File: config.mk
export PLATFORM = sky130hd
export DESIGN_NAME = video_sync_line_tracker_flat
export DESIGN_NICKNAME = d
export VERILOG_FILES = /design/src/rtl/vslt_pkg.sv /design/src/rtl/vslt_if.sv /design/src/rtl/vslt_csr.sv /design/src/rtl/vslt_front.sv /design/src/rtl/vslt_tracker.sv /design/src/rtl/video_sync_line_tracker.sv /design/src/flat_wrapper.sv
export SDC_FILE = /design/constraint.sdc
export NUM_CORES = 1
export LEC_CHECK = 0
export BUFFER_PORTS_ARGS = -buffer_cell sky130_fd_sc_hd__buf_2
export CAP_MARGIN = 10
export CORE_MARGIN = 2
export CORE_UTILIZATION = 29
export CTS_CLUSTER_DIAMETER = 200
export DETAILED_ROUTE_END_ITERATION = 7
export SLEW_MARGIN = 25
export SYNTH_ARGS = -nofsm -noshare
export SYNTH_HDL_FRONTEND = slang
export SYNTH_SLANG_ARGS = --single-unit
File: constraint.sdc
create_clock -name clock -period 6.2 [get_ports clock]
set_input_delay 0.93 -clock clock [delete_from_list [all_inputs] [get_ports clock]]
set_output_delay 0.93 -clock clock [all_outputs]
set_load 0.1 [all_outputs]
File: src/rtl/vslt_pkg.sv
// Package of the video sync line tracker: constants, codes and shared types.
package vslt_pkg;

   localparam int GLYPH_HEIGHT   = 18;
   localparam int NTSC_ROW_COUNT = 13;
   localparam int PAL_ROW_COUNT  = 15;

   localparam int PULSE_W = 16;
   localparam int BOUND_W = 15;
   localparam int VOFF_W  = 5;
   localparam int FROW_W  = 4;
   localparam int CSR_W   = 15;
   localparam int IDX_W   = 3;
   localparam int SCAN_W  = 10;
   localparam int SYNC_W  = 8;
   localparam int START_W = 6;
   localparam int LIMIT_W = 9;
   localparam int ROW_W   = 8;
   localparam int FONT_W  = 5;

   localparam logic [LIMIT_W-1:0] NTSC_LIMIT = LIMIT_W'(NTSC_ROW_COUNT * GLYPH_HEIGHT - 1);
   localparam logic [LIMIT_W-1:0] PAL_LIMIT  = LIMIT_W'(PAL_ROW_COUNT * GLYPH_HEIGHT - 1);

   localparam logic [SCAN_W-1:0] SCAN_MAX         = '1;
   localparam logic [SYNC_W-1:0] SYNC_MAX         = '1;
   localparam logic [ROW_W-1:0]  ROW_MAX          = '1;
   localparam logic [SCAN_W-1:0] LINES_SET_FIELD1 = 10'd254;
   localparam logic [SCAN_W-1:0] LINES_SET_FIELD0 = 10'd253;
   localparam logic [SCAN_W-1:0] LINES_PAL        = 10'd305;
   localparam logic [SYNC_W-1:0] PAL_SYNC_RUN     = 8'd12;

   typedef enum logic [1:0] {
      CLASS_LINE  = 2'd0,
      CLASS_SYNC  = 2'd1,
      CLASS_OTHER = 2'd2
   } vslt_class_type;

   typedef enum logic [IDX_W-1:0] {
      REG_LINE_MIN  = 3'd0,
      REG_LINE_MAX  = 3'd1,
      REG_SYNC_MIN  = 3'd2,
      REG_SYNC_MAX  = 3'd3,
      REG_VERT_OFF  = 3'd4,
      REG_FIRST_ROW = 3'd5
   } vslt_reg_type;

   typedef struct packed {
      logic [BOUND_W-1:0] line_pulse_min;
      logic [BOUND_W-1:0] line_pulse_max;
      logic [BOUND_W-1:0] sync_pulse_min;
      logic [BOUND_W-1:0] sync_pulse_max;
      logic [VOFF_W-1:0]  vertical_offset;
      logic [FROW_W-1:0]  first_display_row;
   } vslt_cfg_type;

   // Classified item handed from the input stage to the tracker.
   typedef struct packed {
      logic           valid;
      vslt_class_type pulse_class;
   } vslt_item_type;

   typedef struct packed {
      vslt_class_type    pulse_class;
      logic              render_valid;
      logic [ROW_W-1:0]  render_row;
      logic [FONT_W-1:0] render_font_line;
      logic              field_start;
      logic              frame_start;
      logic              field_end;
      logic              frame_end;
      logic              current_field;
      logic              pal_mode;
   } vslt_result_type;

endpackage

File: src/rtl/vslt_if.sv
// Channel interfaces of the video sync line tracker: pulse input and result output.
interface vslt_req_if import vslt_pkg::*; ();
   logic               valid;
   logic               ready;
   logic [PULSE_W-1:0] pulse_ticks;

   modport source (output valid, output pulse_ticks, input ready);
   modport sink   (input valid, input pulse_ticks, output ready);
endinterface

interface vslt_rsp_if import vslt_pkg::*; ();
   logic              valid;
   logic              ready;
   logic [1:0]        pulse_class;
   logic              render_valid;
   logic [ROW_W-1:0]  render_row;
   logic [FONT_W-1:0] render_font_line;
   logic              field_start;
   logic              frame_start;
   logic              field_end;
   logic              frame_end;
   logic              current_field;
   logic              pal_mode;

   modport source (output valid, output pulse_class, output render_valid,
                   output render_row, output render_font_line, output field_start,
                   output frame_start, output field_end, output frame_end,
                   output current_field, output pal_mode, input ready);
   modport sink   (input valid, input pulse_class, input render_valid,
                   input render_row, input render_font_line, input field_start,
                   input frame_start, input field_end, input frame_end,
                   input current_field, input pal_mode, output ready);
endinterface

File: src/rtl/vslt_csr.sv
// Configuration registers of the video sync line tracker.
module vslt_csr import vslt_pkg::*; (
   input  logic             clock,
   input  logic             reset,
   input  logic             csr_write_enable,
   input  logic [IDX_W-1:0] csr_index,
   input  logic [CSR_W-1:0] csr_write_data,
   output vslt_cfg_type     cfg
);

   vslt_cfg_type cfg_ff;
   vslt_cfg_type cfg_in;

   always_comb begin
      cfg_in = cfg_ff;
      if (csr_write_enable) begin
         case (vslt_reg_type'(csr_index))
            REG_LINE_MIN:  cfg_in.line_pulse_min    = csr_write_data[BOUND_W-1:0];
            REG_LINE_MAX:  cfg_in.line_pulse_max    = csr_write_data[BOUND_W-1:0];
            REG_SYNC_MIN:  cfg_in.sync_pulse_min    = csr_write_data[BOUND_W-1:0];
            REG_SYNC_MAX:  cfg_in.sync_pulse_max    = csr_write_data[BOUND_W-1:0];
            REG_VERT_OFF:  cfg_in.vertical_offset   = csr_write_data[VOFF_W-1:0];
            REG_FIRST_ROW: cfg_in.first_display_row = csr_write_data[FROW_W-1:0];
            default: ;
         endcase
      end
   end

   always_ff @(posedge clock) begin
      if (reset) begin
         cfg_ff <= '0;
      end else begin
         cfg_ff <= cfg_in;
      end
   end

   assign cfg = cfg_ff;

endmodule

File: src/rtl/vslt_front.sv
// Input register and pulse-width classifier of the video sync line tracker.
module vslt_front import vslt_pkg::*; (
   input  logic         clock,
   input  logic         reset,
   vslt_req_if.sink     req_bus,
   input  vslt_cfg_type cfg,
   input  logic         advance,
   output vslt_item_type item
);

   logic                      in_valid_ff;
   logic signed [PULSE_W-1:0] pulse_ff;
   logic                      line_hit;
   logic                      sync_hit;

   // Stage frees up whenever the tracker takes the held item.
   assign req_bus.ready = !in_valid_ff || advance;

   always_ff @(posedge clock) begin
      if (reset) begin
         in_valid_ff <= 1'b0;
      end else if (req_bus.ready) begin
         in_valid_ff <= req_bus.valid;
      end
   end

   always_ff @(posedge clock) begin
      if (req_bus.valid && req_bus.ready) begin
         pulse_ff <= req_bus.pulse_ticks;
      end
   end

   // Bounds are unsigned, so a negative width never lands in a window.
   assign line_hit = (pulse_ff > $signed({1'b0, cfg.line_pulse_min}))
                  && (pulse_ff < $signed({1'b0, cfg.line_pulse_max}));
   assign sync_hit = (pulse_ff > $signed({1'b0, cfg.sync_pulse_min}))
                  && (pulse_ff < $signed({1'b0, cfg.sync_pulse_max}));

   always_comb begin
      item.valid = in_valid_ff;
      if (line_hit) begin
         item.pulse_class = CLASS_LINE;
      end else if (sync_hit) begin
         item.pulse_class = CLASS_SYNC;
      end else begin
         item.pulse_class = CLASS_OTHER;
      end
   end

endmodule

File: src/rtl/vslt_tracker.sv
// Line, sync and display-area tracking state plus the result register.
module vslt_tracker import vslt_pkg::*; (
   input  logic          clock,
   input  logic          reset,
   input  vslt_cfg_type  cfg,
   input  vslt_item_type item,
   output logic          advance,
   vslt_rsp_if.source    rsp_bus
);

   logic [SCAN_W-1:0]  scan_ff,  scan_in;
   logic               field_ff, field_in;
   logic [SYNC_W-1:0]  sync_ff,  sync_in;
   logic [START_W-1:0] start_ff, start_in;
   logic [SCAN_W-1:0]  disp_ff,  disp_in;
   logic [LIMIT_W-1:0] last_ff,  last_in;
   logic [ROW_W-1:0]   row_ff,   row_in;
   logic [FONT_W-1:0]  font_ff,  font_in;
   logic [SCAN_W-1:0]  odd_ff,   odd_in;
   logic               out_valid_ff;
   vslt_result_type    result_ff, result_in;
   logic [FONT_W:0]    font_sum;
   logic               fire;

   assign advance = !out_valid_ff || rsp_bus.ready;
   assign fire    = item.valid && advance;
   assign font_sum = {1'b0, font_ff} + (FONT_W+1)'(1);

   always_comb begin
      scan_in  = scan_ff;
      field_in = field_ff;
      sync_in  = sync_ff;
      start_in = start_ff;
      disp_in  = disp_ff;
      last_in  = last_ff;
      row_in   = row_ff;
      font_in  = font_ff;
      odd_in   = odd_ff;
      result_in = '0;
      result_in.pulse_class = item.pulse_class;

      case (item.pulse_class)
         CLASS_LINE: begin
            if (scan_ff > SCAN_W'(start_ff)) begin
               if (disp_ff < SCAN_W'(last_ff)) begin
                  result_in.render_valid     = 1'b1;
                  result_in.render_row       = row_ff;
                  result_in.render_font_line = font_ff;
                  if (font_sum >= (FONT_W+1)'(GLYPH_HEIGHT)) begin
                     font_in = '0;
                     if (row_ff != ROW_MAX) row_in = row_ff + ROW_W'(1);
                  end else begin
                     font_in = font_sum[FONT_W-1:0];
                  end
               end else if (disp_ff == SCAN_W'(last_ff)) begin
                  if (row_ff != ROW_MAX) row_in = row_ff + ROW_W'(1);
                  result_in.field_end = 1'b1;
                  result_in.frame_end = field_ff;
               end
               if (disp_ff != SCAN_MAX) disp_in = disp_ff + SCAN_W'(1);
            end else begin
               // First line after a sync run settles mode and maybe the field.
               if (sync_ff != '0) begin
                  if (odd_ff == LINES_PAL) begin
                     field_in = (sync_ff != PAL_SYNC_RUN);
                     last_in  = PAL_LIMIT;
                  end else begin
                     last_in  = NTSC_LIMIT;
                  end
                  sync_in = '0;
               end
               if (scan_ff == SCAN_W'(start_ff)) begin
                  result_in.field_start = 1'b1;
                  result_in.frame_start = !field_in;
                  disp_in = '0;
                  row_in  = ROW_W'(cfg.first_display_row);
                  font_in = '0;
               end
            end
            if (scan_ff != SCAN_MAX) scan_in = scan_ff + SCAN_W'(1);
         end
         CLASS_SYNC: begin
            if (sync_ff == '0) begin
               if (scan_ff == LINES_SET_FIELD1) begin
                  field_in = 1'b1;
               end else if (scan_ff == LINES_SET_FIELD0) begin
                  field_in = 1'b0;
               end else if (scan_ff != LINES_PAL) begin
                  field_in = 1'b1;
               end
               if (field_in) odd_in = scan_ff;
               scan_in  = '0;
               start_in = START_W'(cfg.vertical_offset) + START_W'(1);
            end
            if (sync_ff != SYNC_MAX) sync_in = sync_ff + SYNC_W'(1);
         end
         default: ;
      endcase

      result_in.current_field = field_in;
      result_in.pal_mode      = (last_in == PAL_LIMIT);
   end

   always_ff @(posedge clock) begin
      if (reset) begin
         scan_ff  <= '0;
         field_ff <= 1'b0;
         sync_ff  <= '0;
         start_ff <= '0;
         disp_ff  <= '0;
         last_ff  <= NTSC_LIMIT;
         row_ff   <= '0;
         font_ff  <= '0;
         odd_ff   <= '0;
      end else if (fire) begin
         scan_ff  <= scan_in;
         field_ff <= field_in;
         sync_ff  <= sync_in;
         start_ff <= start_in;
         disp_ff  <= disp_in;
         last_ff  <= last_in;
         row_ff   <= row_in;
         font_ff  <= font_in;
         odd_ff   <= odd_in;
      end
   end

   always_ff @(posedge clock) begin
      if (reset) begin
         out_valid_ff <= 1'b0;
      end else if (advance) begin
         out_valid_ff <= item.valid;
      end
   end

   always_ff @(posedge clock) begin
      if (fire) begin
         result_ff <= result_in;
      end
   end

   assign rsp_bus.valid            = out_valid_ff;
   assign rsp_bus.pulse_class      = result_ff.pulse_class;
   assign rsp_bus.render_valid     = result_ff.render_valid;
   assign rsp_bus.render_row       = result_ff.render_row;
   assign rsp_bus.render_font_line = result_ff.render_font_line;
   assign rsp_bus.field_start      = result_ff.field_start;
   assign rsp_bus.frame_start      = result_ff.frame_start;
   assign rsp_bus.field_end        = result_ff.field_end;
   assign rsp_bus.frame_end        = result_ff.frame_end;
   assign rsp_bus.current_field    = result_ff.current_field;
   assign rsp_bus.pal_mode         = result_ff.pal_mode;

endmodule

File: src/rtl/video_sync_line_tracker.sv
// Top level of the video sync line tracker.
//
// Usage: each item on req_bus carries one measured pulse width (pulse_ticks,
// signed timer ticks). Each item yields exactly one result on rsp_bus: the
// pulse class, the character row and font line to draw when render_valid is
// set, field/frame start and end flags, the field flag and the PAL mode bit.
// The user must write window bounds, vertical offset and first row on the
// csr_ port only while no item is in flight; the block does not enforce it.
// An accepted item is loaded into the input register and, when the tracker
// advances, into the result register; rsp_bus.valid rises with the latter.
// Throughput: one item per cycle while rsp_bus.ready is high; the whole
// update is one pass of compares and counter steps between those registers.
// Reset clears all counters, the field flag and the configuration, and
// selects the NTSC line limit. When the receiver holds rsp_bus.ready low,
// the result register keeps its item and the input register can take one
// more item before req_bus.ready drops.
module video_sync_line_tracker import vslt_pkg::*; (
   input  logic             clock,
   input  logic             reset,
   vslt_req_if.sink         req_bus,
   vslt_rsp_if.source       rsp_bus,
   input  logic             csr_write_enable,
   input  logic [IDX_W-1:0] csr_index,
   input  logic [CSR_W-1:0] csr_write_data
);

   vslt_cfg_type  cfg;
   vslt_item_type item;
   logic          advance;

   vslt_csr u_csr (
      .clock            (clock),
      .reset            (reset),
      .csr_write_enable (csr_write_enable),
      .csr_index        (csr_index),
      .csr_write_data   (csr_write_data),
      .cfg              (cfg)
   );

   vslt_front u_front (
      .clock   (clock),
      .reset   (reset),
      .req_bus (req_bus),
      .cfg     (cfg),
      .advance (advance),
      .item    (item)
   );

   vslt_tracker u_tracker (
      .clock   (clock),
      .reset   (reset),
      .cfg     (cfg),
      .item    (item),
      .advance (advance),
      .rsp_bus (rsp_bus)
   );

endmodule

File: src/flat_wrapper.sv
// flat-port wrapper written by rule: the top's interface ports become plain ports
module video_sync_line_tracker_flat import vslt_pkg::*;
  (clock, reset, csr_write_enable, csr_index, csr_write_data, req_bus_valid, req_bus_pulse_ticks, req_bus_ready, rsp_bus_valid, rsp_bus_pulse_class, rsp_bus_render_valid, rsp_bus_render_row, rsp_bus_render_font_line, rsp_bus_field_start, rsp_bus_frame_start, rsp_bus_field_end, rsp_bus_frame_end, rsp_bus_current_field, rsp_bus_pal_mode, rsp_bus_ready);
  vslt_req_if req_bus_i ();
  vslt_rsp_if rsp_bus_i ();
  input  logic clock;
  input  logic reset;
  input  logic csr_write_enable;
  input  logic [IDX_W-1:0] csr_index;
  input  logic [CSR_W-1:0] csr_write_data;
  input wire logic [$bits(req_bus_i.valid)-1:0] req_bus_valid;
  input wire logic [$bits(req_bus_i.pulse_ticks)-1:0] req_bus_pulse_ticks;
  output wire logic [$bits(req_bus_i.ready)-1:0] req_bus_ready;
  output wire logic [$bits(rsp_bus_i.valid)-1:0] rsp_bus_valid;
  output wire logic [$bits(rsp_bus_i.pulse_class)-1:0] rsp_bus_pulse_class;
  output wire logic [$bits(rsp_bus_i.render_valid)-1:0] rsp_bus_render_valid;
  output wire logic [$bits(rsp_bus_i.render_row)-1:0] rsp_bus_render_row;
  output wire logic [$bits(rsp_bus_i.render_font_line)-1:0] rsp_bus_render_font_line;
  output wire logic [$bits(rsp_bus_i.field_start)-1:0] rsp_bus_field_start;
  output wire logic [$bits(rsp_bus_i.frame_start)-1:0] rsp_bus_frame_start;
  output wire logic [$bits(rsp_bus_i.field_end)-1:0] rsp_bus_field_end;
  output wire logic [$bits(rsp_bus_i.frame_end)-1:0] rsp_bus_frame_end;
  output wire logic [$bits(rsp_bus_i.current_field)-1:0] rsp_bus_current_field;
  output wire logic [$bits(rsp_bus_i.pal_mode)-1:0] rsp_bus_pal_mode;
  input wire logic [$bits(rsp_bus_i.ready)-1:0] rsp_bus_ready;
  assign req_bus_i.valid = req_bus_valid;
  assign req_bus_i.pulse_ticks = req_bus_pulse_ticks;
  assign req_bus_ready = req_bus_i.ready;
  assign rsp_bus_valid = rsp_bus_i.valid;
  assign rsp_bus_pulse_class = rsp_bus_i.pulse_class;
  assign rsp_bus_render_valid = rsp_bus_i.render_valid;
  assign rsp_bus_render_row = rsp_bus_i.render_row;
  assign rsp_bus_render_font_line = rsp_bus_i.render_font_line;
  assign rsp_bus_field_start = rsp_bus_i.field_start;
  assign rsp_bus_frame_start = rsp_bus_i.frame_start;
  assign rsp_bus_field_end = rsp_bus_i.field_end;
  assign rsp_bus_frame_end = rsp_bus_i.frame_end;
  assign rsp_bus_current_field = rsp_bus_i.current_field;
  assign rsp_bus_pal_mode = rsp_bus_i.pal_mode;
  assign rsp_bus_i.ready = rsp_bus_ready;
  video_sync_line_tracker u_core (.clock(clock), .reset(reset), .req_bus(req_bus_i), .rsp_bus(rsp_bus_i), .csr_write_enable(csr_write_enable), .csr_index(csr_index), .csr_write_data(csr_write_data));
endmodule
# Yosys cells after proc, flatten, opt, wreduce, memory -nomap -nowiden
# Index checks and enable logic that the tools add are counted.
# classes
order_cmp	7
mul	0
reduce_logical	34
add_sub_neg	6
bitwise	4
n_eq_ne	27
n_shift	0
n_mux	41
div_mod_pow	0
# op_table
operator	count
$mux W8	9
$mux W10	5
$mux W9	4
$gt A16 B16 Y1	2
$lt A16 B16 Y1	2
$add A10 B1 Y10 const B	2
$eq A10 B8 Y1 const B	2
$mux W5	4
$ne A10 B10 Y1 const B	2
$pmux W10 S2	1
$add A8 B1 Y8 const B	2
$ne A8 B8 Y1 const B	2
$pmux W8 S2	1
$reduce_and A4 Y1	4
$mux W14	1
$reduce_and A2 Y1	7
$add A5 B1 Y6 const B	2
$mux W1	11
$eq A10 B6 Y1	1
$eq A10 B9 Y1	1
$eq A10 B9 Y1 const B	1
$gt A10 B6 Y1	1
$lt A10 B9 Y1	1
$ne A10 B9 Y1 const B	1
other kinds (27)	50
# totals
ram_bits	0
romBits	0
input_bits	39
mem_count	0
reg_bits	176
latchBits	0
wordCells	147

# Longest topological paths before layout
# Gate-level depths: netlist (run 1).
# depth
word_depth	8
depth_mapped	11
ltp_nobuf	9

# Hierarchy
# Synthesis (run 1) repeated with hierarchy kept, for this count alone.
# hier_totals
cells_unflattened	969
area_unflattened_um2	9397.8
# modules_own_cells
module	n_inst	area_each_um2	seq_area_each_um2	cells_per_inst
vslt_tracker	1	4600.7	2021.9	497
vslt_csr	1	2770.2	1381.3	248
vslt_front	1	2026.9	500.5	224

# Worst setup path after synthesis (run 1)
# Ideal clock, no wire load.
# synth_timing
path_kind	reg-to-reg
from	register u_core.u_front.pulse_ff[6]
to	register u_core.u_tracker.row_ff[7]
synth_period_minus_slack_ns	2.914
arrival_ns	2.791
setup_time_ns	0.123
path_stages_with_launch	10
n_path_buf	1
setup_slack_ns	3.286
path_cell_list	edfxtp_1 -> ha_1 -> nand4_1 -> or2_1 -> o221a_2 -> a21o_1 -> or4_4 -> buf_6 -> nor4_4 -> mux2_1
# synth_between
elab_chain_len	6
word_cells_on_any_way	10
# synth_lines
element	line	text
start, declared	vslt_front.sv:12	logic signed [PULSE_W-1:0] pulse_ff;
start signal, assigned	vslt_front.sv:29	pulse_ff <= req_bus.pulse_ticks;
$gt A16 B16 Y1 / $lt A16 B16 Y1 (equally long branches)	vslt_front.sv:36, vslt_front.sv:37	
$logic_and A1 B1 Y1	vslt_front.sv:37	&& (pulse_ff < $signed({1'b0, cfg.sync_pulse_max}));
$mux W2	vslt_front.sv:43	end else if (sync_hit) begin
$mux W2 (*)	vslt_front.sv:41	if (line_hit) begin
$logic_not A2 Y1 (*)	vslt_tracker.sv:42	case (item.pulse_class)
$reduce_and A5 Y1 (no source line) (*)	n/a	
end signal, assigned	vslt_tracker.sv:122	row_ff <= row_in;
end, declared	vslt_tracker.sv:17	logic [ROW_W-1:0] row_ff, row_in;
# Every way passes the cells marked *; elsewhere a longest branch is shown, timed or not.
# A chain may end at the register's enable or synchronous reset.

# Final worst setup path (run 1)
# layout_timing
from	register u_core.u_front.pulse_ff[13]
to	register u_core.u_tracker.scan_ff[1]
# layout_between
elab_chain_len	7
word_cells_on_any_way	15
# layout_lines
element	line	text
$gt A16 B16 Y1 / $lt A16 B16 Y1 (equally long branches)	vslt_front.sv:36, vslt_front.sv:37	
$logic_and A1 B1 Y1	vslt_front.sv:37	
$mux W2	vslt_front.sv:43	
$mux W2 (*)	vslt_front.sv:41	
$eq A2 B1 Y1 / $logic_not A2 Y1 (equally long branches)	vslt_tracker.sv:42	
$ne A2 B2 Y1 (no source line) / $reduce_bool A2 Y1 (equally long branches)	n/a	
$reduce_and A4 Y1 (no source line)	n/a	
end signal, assigned	vslt_tracker.sv:116	scan_ff <= scan_in;
end, declared	vslt_tracker.sv:11	logic [SCAN_W-1:0] scan_ff, scan_in;
# Marks and branches as above.

==> qor.yml, run 1 <==
outcome: "finished, final reports clean"
die_w_um: 185
avgSynthCellArea_um2: 8.57
dpl_cell_area_mm2: 0.0102
core_area_mm2: 0.0324
initial_core_util_pct: 29.3
r2r_start: "u_core.u_front.pulse_ff[13]$_DFFE_PP_"
cts_buffer_depth: 2
clk_latency_ns: 0.44
syn_nets: 1228
maxCapViolCount: 0
diodes: 0
drt-total-wl_um: 24800
end_kind: "flop"
clk_pin_slew_ns: 0.07
synthToLayoutAreaGrowth_pct: 13.8
cts_made_buffers: 17
post-dp-hpwl_um: 17200
grt_max_degree: 81
antenna_found_initial: 0
synth_edf_count: 38
p_per_area_mw_per_mm2: 239
crit_path_start: "u_core.u_front.pulse_ff[13]$_DFFE_PP_"
holdBufCountCts: 0
cts_resized: 0
postLayoutCoreUtil_pct: 33.3
synthFlopType: "dfxtp_1"
cts-root-buf: "clkbuf_16"
slew_violations: 0
grt_pass1_vias: 7785
finalClockSkew_ns: 0.0146
yosysWarnings: 0
grt_pass1_wl_um: 40200
synth_cells: 1106
p_leak_nw: 3.86
cp-start-kind: "flop"
hold_class: "reg2reg"
max_clock_freq_mhz: 279
finalSetupViolations: 0
rsz0062_at_grt: "false"
drt_iter0_markers: 572
synth_top_cell_by_area: "dfxtp_1"
fin_crit_sh_pct: 57.9
hp-start: "u_core.u_csr.cfg[62]$_SDFFE_PP0P_"
post-cts-setup-buffer-count: 0
drtPass1Iterations: 7
dr_wl_met3_um: 849
async_flop_share_pct: 0
synth_top_area_share_pct: 29.1
crit_required_ns: 6.49
synth_seq_cells: 176
slew_headroom_pct: 35.7
synth_area_mm2: 0.00948
synth_area_leaders: "dfxtp_1 (29%), edfxtp_1 (12%), ha_1 (11%)"
gp_congestion: 0.793
ys_seq_area_share_pct: 41.2
tritoncts: "built"
dr_wl_met2_um: 11100
final.setup.tns_ns: 0
arrival_ns: 3.88
avgViaCountPerCell: 5.07
period_minus_slack_ns: 3.59
rows: 66
dieHeight_um: 185
grt_use_total_pct: 14.8
num_vias: 8093
htreeDepth: 4
topRoutingLayerUsed: "met4"
drive_gt1_share_pct: 10.4
vdd.ir_drop.worst_mv: 0.205
clock_sinks: 176
worst-setup-path-type: "reg2reg"
critPathMaxFanout: 23
postRouteAntennaNets: 0
dieArea_mm2: 0.0342
fin_nets: 1263
finalHoldViolCount: 0
m1WireLength_um: 12300
overflow: 0
worst_pin_slew_ns: 0.965
final_area_mm2: 0.0108
drc: 0
ios: 63
synth.distinct_cells: 68
io_buffers: 62
post_drt_wl_per_cell_um: 15.5
-- per-stage QoR --
stage | hold slack [ns] | instances | power [mW] | worst slack, ns
final | 0.456 | 1596 | 2.58 | 2.61
after global placement | 0.440 | 1564 | 1.51 | 2.73
after detailed placement | 0.446 | 1564 | 1.51 | 2.61
after global routing | 0.476 | 1596 | 2.68 | 2.29
after floorplan | 0.420 | 1106 | 1.43 | 3.29
after CTS | 0.456 | 1596 | 2.60 | 2.63
-- critical path, cell delays in order (launching register included) --
cell,delay (ns)
edfxtp_1,0.46
ha_1,0.34
a21o_1,0.18
a211o_1,0.31
a211o_1,0.23
a211oi_1,0.38
nand2_1,0.62
o31ai_2,0.85
a211oi_1,0.09
-- cells by family after synthesis --
family / count (synthesis) / share of synthesized area, %
flip-flops: 176 / 41.2
multiplexers: 14 / 1.50
buffers and inverters: 143 / 5.81
AND/OR/NAND/NOR: 427 / 23.1
AO/OA/AOI/OAI: 259 / 17.1
XOR/XNOR: 4 / 0.370
adder cells (fa/ha/maj): 83 / 11.0
-- layout make-up --
type | count | area (um2)
fillers | 3376 | 21600
clock buffers | 17 | 425
well taps | 442 | 553
clock inverters | 15 | 163
multi-input cells | 787 | 5040
flip-flops and latches | 176 | 3900
repair buffers | 70 | 373
inverters | 89 | 334
-- where the power goes --
group | internal (mW) | switching [mW] | total (mW)
sequential | 1.19 | 0.0183 | 1.21
clock | 0.576 | 0.522 | 1.10
combinational | 0.0720 | 0.199 | 0.271
-- per-layer routing --
layer / global-route usage [%] / vias up
met1: 20.6 / 3854
met4: 5.02 / 0
li1: - / 4030
met5: 0 / -
met3: 2.18 / 40
met2: 23.5 / 169
-- final timing paths --
check / to / slack (ns) / cells after the start
max reg2reg: u_core.u_tracker.scan_ff[1]$_SDFFE_PP0P_ / 2.61 / 8
min: u_core.u_csr.cfg[62]$_SDFFE_PP0P_ / 0.46 / 2
min reg2reg: u_core.u_csr.cfg[62]$_SDFFE_PP0P_ / 0.46 / 2
max: u_core.u_tracker.scan_ff[1]$_SDFFE_PP0P_ / 2.61 / 8
-- cells in the mapped netlist, drive strengths merged (4+ instances only) --
cell and count:
nand2 167, dfxtp 138, a21oi 126, inv 88, ha 83, clkbuf 46, nor2 44, nand3 39
edfxtp 38, nand4 37, o31ai 34, o21ai 29, and2 27, and3 21, or4 19, nor3 15
a21o 12, mux2i 12, nor4 12, nor2b 11, o211ai 10, a211oi 9, buf 8, nand2b 7
or3 7, a211o 6, o21a 6, a2111oi 4, nor3b 4, or2 4
-- cell usage in the layout (no fill, tap or decap), drive strengths merged, types with 29 or more instances in the layout --
cell	count
nand2	167
dfxtp	138
a21oi	126
inv	99
ha	83
buf	70
nor2	44
nand3	39
edfxtp	38
nand4	37
o31ai	34
o21ai	29
-- registers in the layout (all words and copies together), names as in the netlist --
| register | count |
|---|---|
| u_core.u_tracker.font_ff | 5 |
| u_core.u_tracker.start_ff | 6 |
| u_core.u_tracker.rsp_bus.frame_end | 1 |
| u_core.u_tracker.odd_ff | 10 |
| u_core.u_tracker.rsp_bus.frame_start | 1 |
| u_core.u_tracker.field_ff | 1 |
| u_core.u_front.in_valid_ff | 1 |
| u_core.u_tracker.rsp_bus.pal_mode | 1 |
| u_core.u_tracker.rsp_bus.render_valid | 1 |
| u_core.u_tracker.scan_ff | 10 |
| u_core.u_tracker.rsp_bus.field_end | 1 |
| u_core.u_tracker.row_ff | 8 |
| u_core.u_tracker.rsp_bus.valid | 1 |
| u_core.u_tracker.sync_ff | 8 |
| u_core.u_tracker.rsp_bus.current_field | 1 |
| u_core.u_front.pulse_ff | 16 |
| u_core.u_tracker.rsp_bus.pulse_class | 2 |
| u_core.u_tracker.rsp_bus.render_row | 8 |
| u_core.u_tracker.disp_ff | 10 |
| u_core.u_tracker.last_ff | 9 |
| u_core.u_csr.cfg | 69 |
| u_core.u_tracker.rsp_bus.render_font_line | 5 |
| u_core.u_tracker.rsp_bus.field_start | 1 |
Power figures use the tool's default switching activity.
==> run 2: changes to the inputs <==
==> constraint.sdc (replaced) <==
create_clock -name clock -period 3.3 [get_ports clock]
set_input_delay 0.495 -clock clock [delete_from_list [all_inputs] [get_ports clock]]
set_output_delay 0.495 -clock clock [all_outputs]
set_load 0.1 [all_outputs]
==> qor.yml, run 2 (synthesized netlist as in run 1, its figures left out) <==
outcome: "finished, final reports clean"
io_buffers: 62
cp-start-kind: "flop"
initial_core_util_pct: 29.3
drt-total-wl_um: 24400
drc: 0
finalWorstSetupSlack_ns: 0.123
grt_use_met2_pct: 23.8
htreeDepth: 4
final_area_mm2: 0.0109
seq_area_mm2: 0.00390
cts_buffer_depth: 2
gp_congestion: 0.852
finalSetupViolations: 0
maxCapViolCount: 0
p_leak_nw: 3.97
holdBufCountCts: 0
drt_iter0_markers: 582
tritoncts: "built"
grt_use_total_pct: 14.6
crit_path_end: "u_core.u_tracker.row_ff[7]$_SDFFE_PP0P_"
postLayoutCoreUtil_pct: 33.8
final.setup.tns_ns: 0
rsz0062_at_grt: "false"
clock_sinks: 176
end_kind: "flop"
ios: 63
antenna_found_initial: 0
cts-root-buf: "clkbuf_16"
drtPass1Iterations: 5
max_clock_freq_mhz: 315
slew_violations: 0
r2r_cells: 8
clk_latency_ns: 0.45
post-cts-setup-buffer-count: 0
multi_input_area_mm2: 0.00504
n_fill_cell: 3408
worst-setup-path-type: "reg2reg"
core_area_mm2: 0.0324
timing.rr.end: "u_core.u_tracker.row_ff[7]$_SDFFE_PP0P_"
slew_headroom_pct: 40.3
largest_register_ffs: 69
post-dp-hpwl_um: 17400
fin_nets: 1285
synthToLayoutAreaGrowth_pct: 15.5
rows: 66
grt_pass1_wl_um: 39600
worst_pin_slew_ns: 0.896
avgViaCountPerCell: 4.97
grtUsageMet1_pct: 19.9
clk_pin_slew_ns: 0.08
grt_pass1_vias: 7631
critPathMaxFanout: 13
fin_crit_sh_pct: 96.3
die_w_um: 185
vdd.ir_drop.worst_mv: 0.356
pre_cts_ws_ns: 0.157
dpl_cell_area_mm2: 0.0104
finalClockSkew_ns: 0.0215
r2r_slack_ns: 0.12
finalHoldViolCount: 0
layout_common_cells: "nand2_1 (167), dfxtp_1 (138), a21oi_1 (125)"
hold_depth: 1
num_vias: 8042
crit_path_start: "u_core.u_front.pulse_ff[5]$_DFFE_PP_"
diodes: 0
p_per_area_mw_per_mm2: 439
arrival_ns: 3.51
dieHeight_um: 185
busiest_layer: "met2"
crit_required_ns: 3.63
overflow: 0
met3_usage_pct: 2.44
grt_max_degree: 68
drive_gt1_share_pct: 12.0
postRouteAntennaNets: 0
cts_made_buffers: 17
r2r_start: "u_core.u_front.pulse_ff[5]$_DFFE_PP_"
dieArea_mm2: 0.0342
post_drt_wl_per_cell_um: 15.1
layout_commonest_cell: "nand2_1"
period_minus_slack_ns: 3.18
hold_class: "in2reg"
[run 2: power by group]
part           internal [mW]  switching [mW]  total [mW]
combinational          0.154           0.379       0.533
sequential              2.24          0.0338        2.28
clock                   1.00           0.987        1.99
total                   3.40            1.40        4.80
[run 2: worst min path at each step]
stage                                                   from                                  endpoint  slack [ns]
floorplan           u_core.u_tracker.last_ff[3]$_SDFFE_PP1P_  u_core.u_tracker.last_ff[3]$_SDFFE_PP1P_        0.42
global placement    u_core.u_tracker.last_ff[3]$_SDFFE_PP1P_  u_core.u_tracker.last_ff[3]$_SDFFE_PP1P_        0.44
finish                               req_bus_pulse_ticks[11]     u_core.u_front.pulse_ff[11]$_DFFE_PP_        0.22
detailed placement  u_core.u_tracker.last_ff[3]$_SDFFE_PP1P_  u_core.u_tracker.last_ff[3]$_SDFFE_PP1P_        0.45
CTS                                  req_bus_pulse_ticks[11]     u_core.u_front.pulse_ff[11]$_DFFE_PP_        0.21
global route                         req_bus_pulse_ticks[11]     u_core.u_front.pulse_ff[11]$_DFFE_PP_        0.21
[run 2: worst max-delay path: stages (launching register included)]
cell and delay (ns):
edfxtp_1 0.47, ha_1 0.35, nand4_1 0.17, or2_1 0.31
o221a_2 0.27, a21o_1 0.19, or4_4 0.66, nor4_4 0.30
mux2_1 0.35
[run 2: metal layers]
| metal | up-vias | wire (um) |
|---|---|---|
| li1 | 4084 | - |
| met2 | 159 | 11100 |
| met1 | 3771 | 12000 |
| met4 | 0 | 304 |
| met3 | 28 | 935 |
| met5 | - | 0 |
[run 2: final cells by class]
class / instances / share of cell area [%]
multi-input combinational: 787 / 46.0
sequential: 176 / 35.7
tap: 442 / 5.05
timing repair buffer: 92 / 5.03
clock buffer: 17 / 3.89
inverter: 89 / 3.05
clock inverter: 15 / 1.29
[run 2: per-stage QoR]
step,cells,power [mW],hold slack [ns]
global placement,1586,2.85,0.442
CTS,1618,4.84,0.210
global route,1618,4.98,0.206
detailed placement,1586,2.86,0.447
finish,1618,4.80,0.220
floorplan,1106,2.68,0.420
[run 2: what timing repair did]
| item | in CTS | in global routing |
|---|---|---|
| endpoints found under the setup margin | 0 | 1 |
| resized for setup | 0 | 1 |
| endpoints found under the hold margin | 0 | 0 |
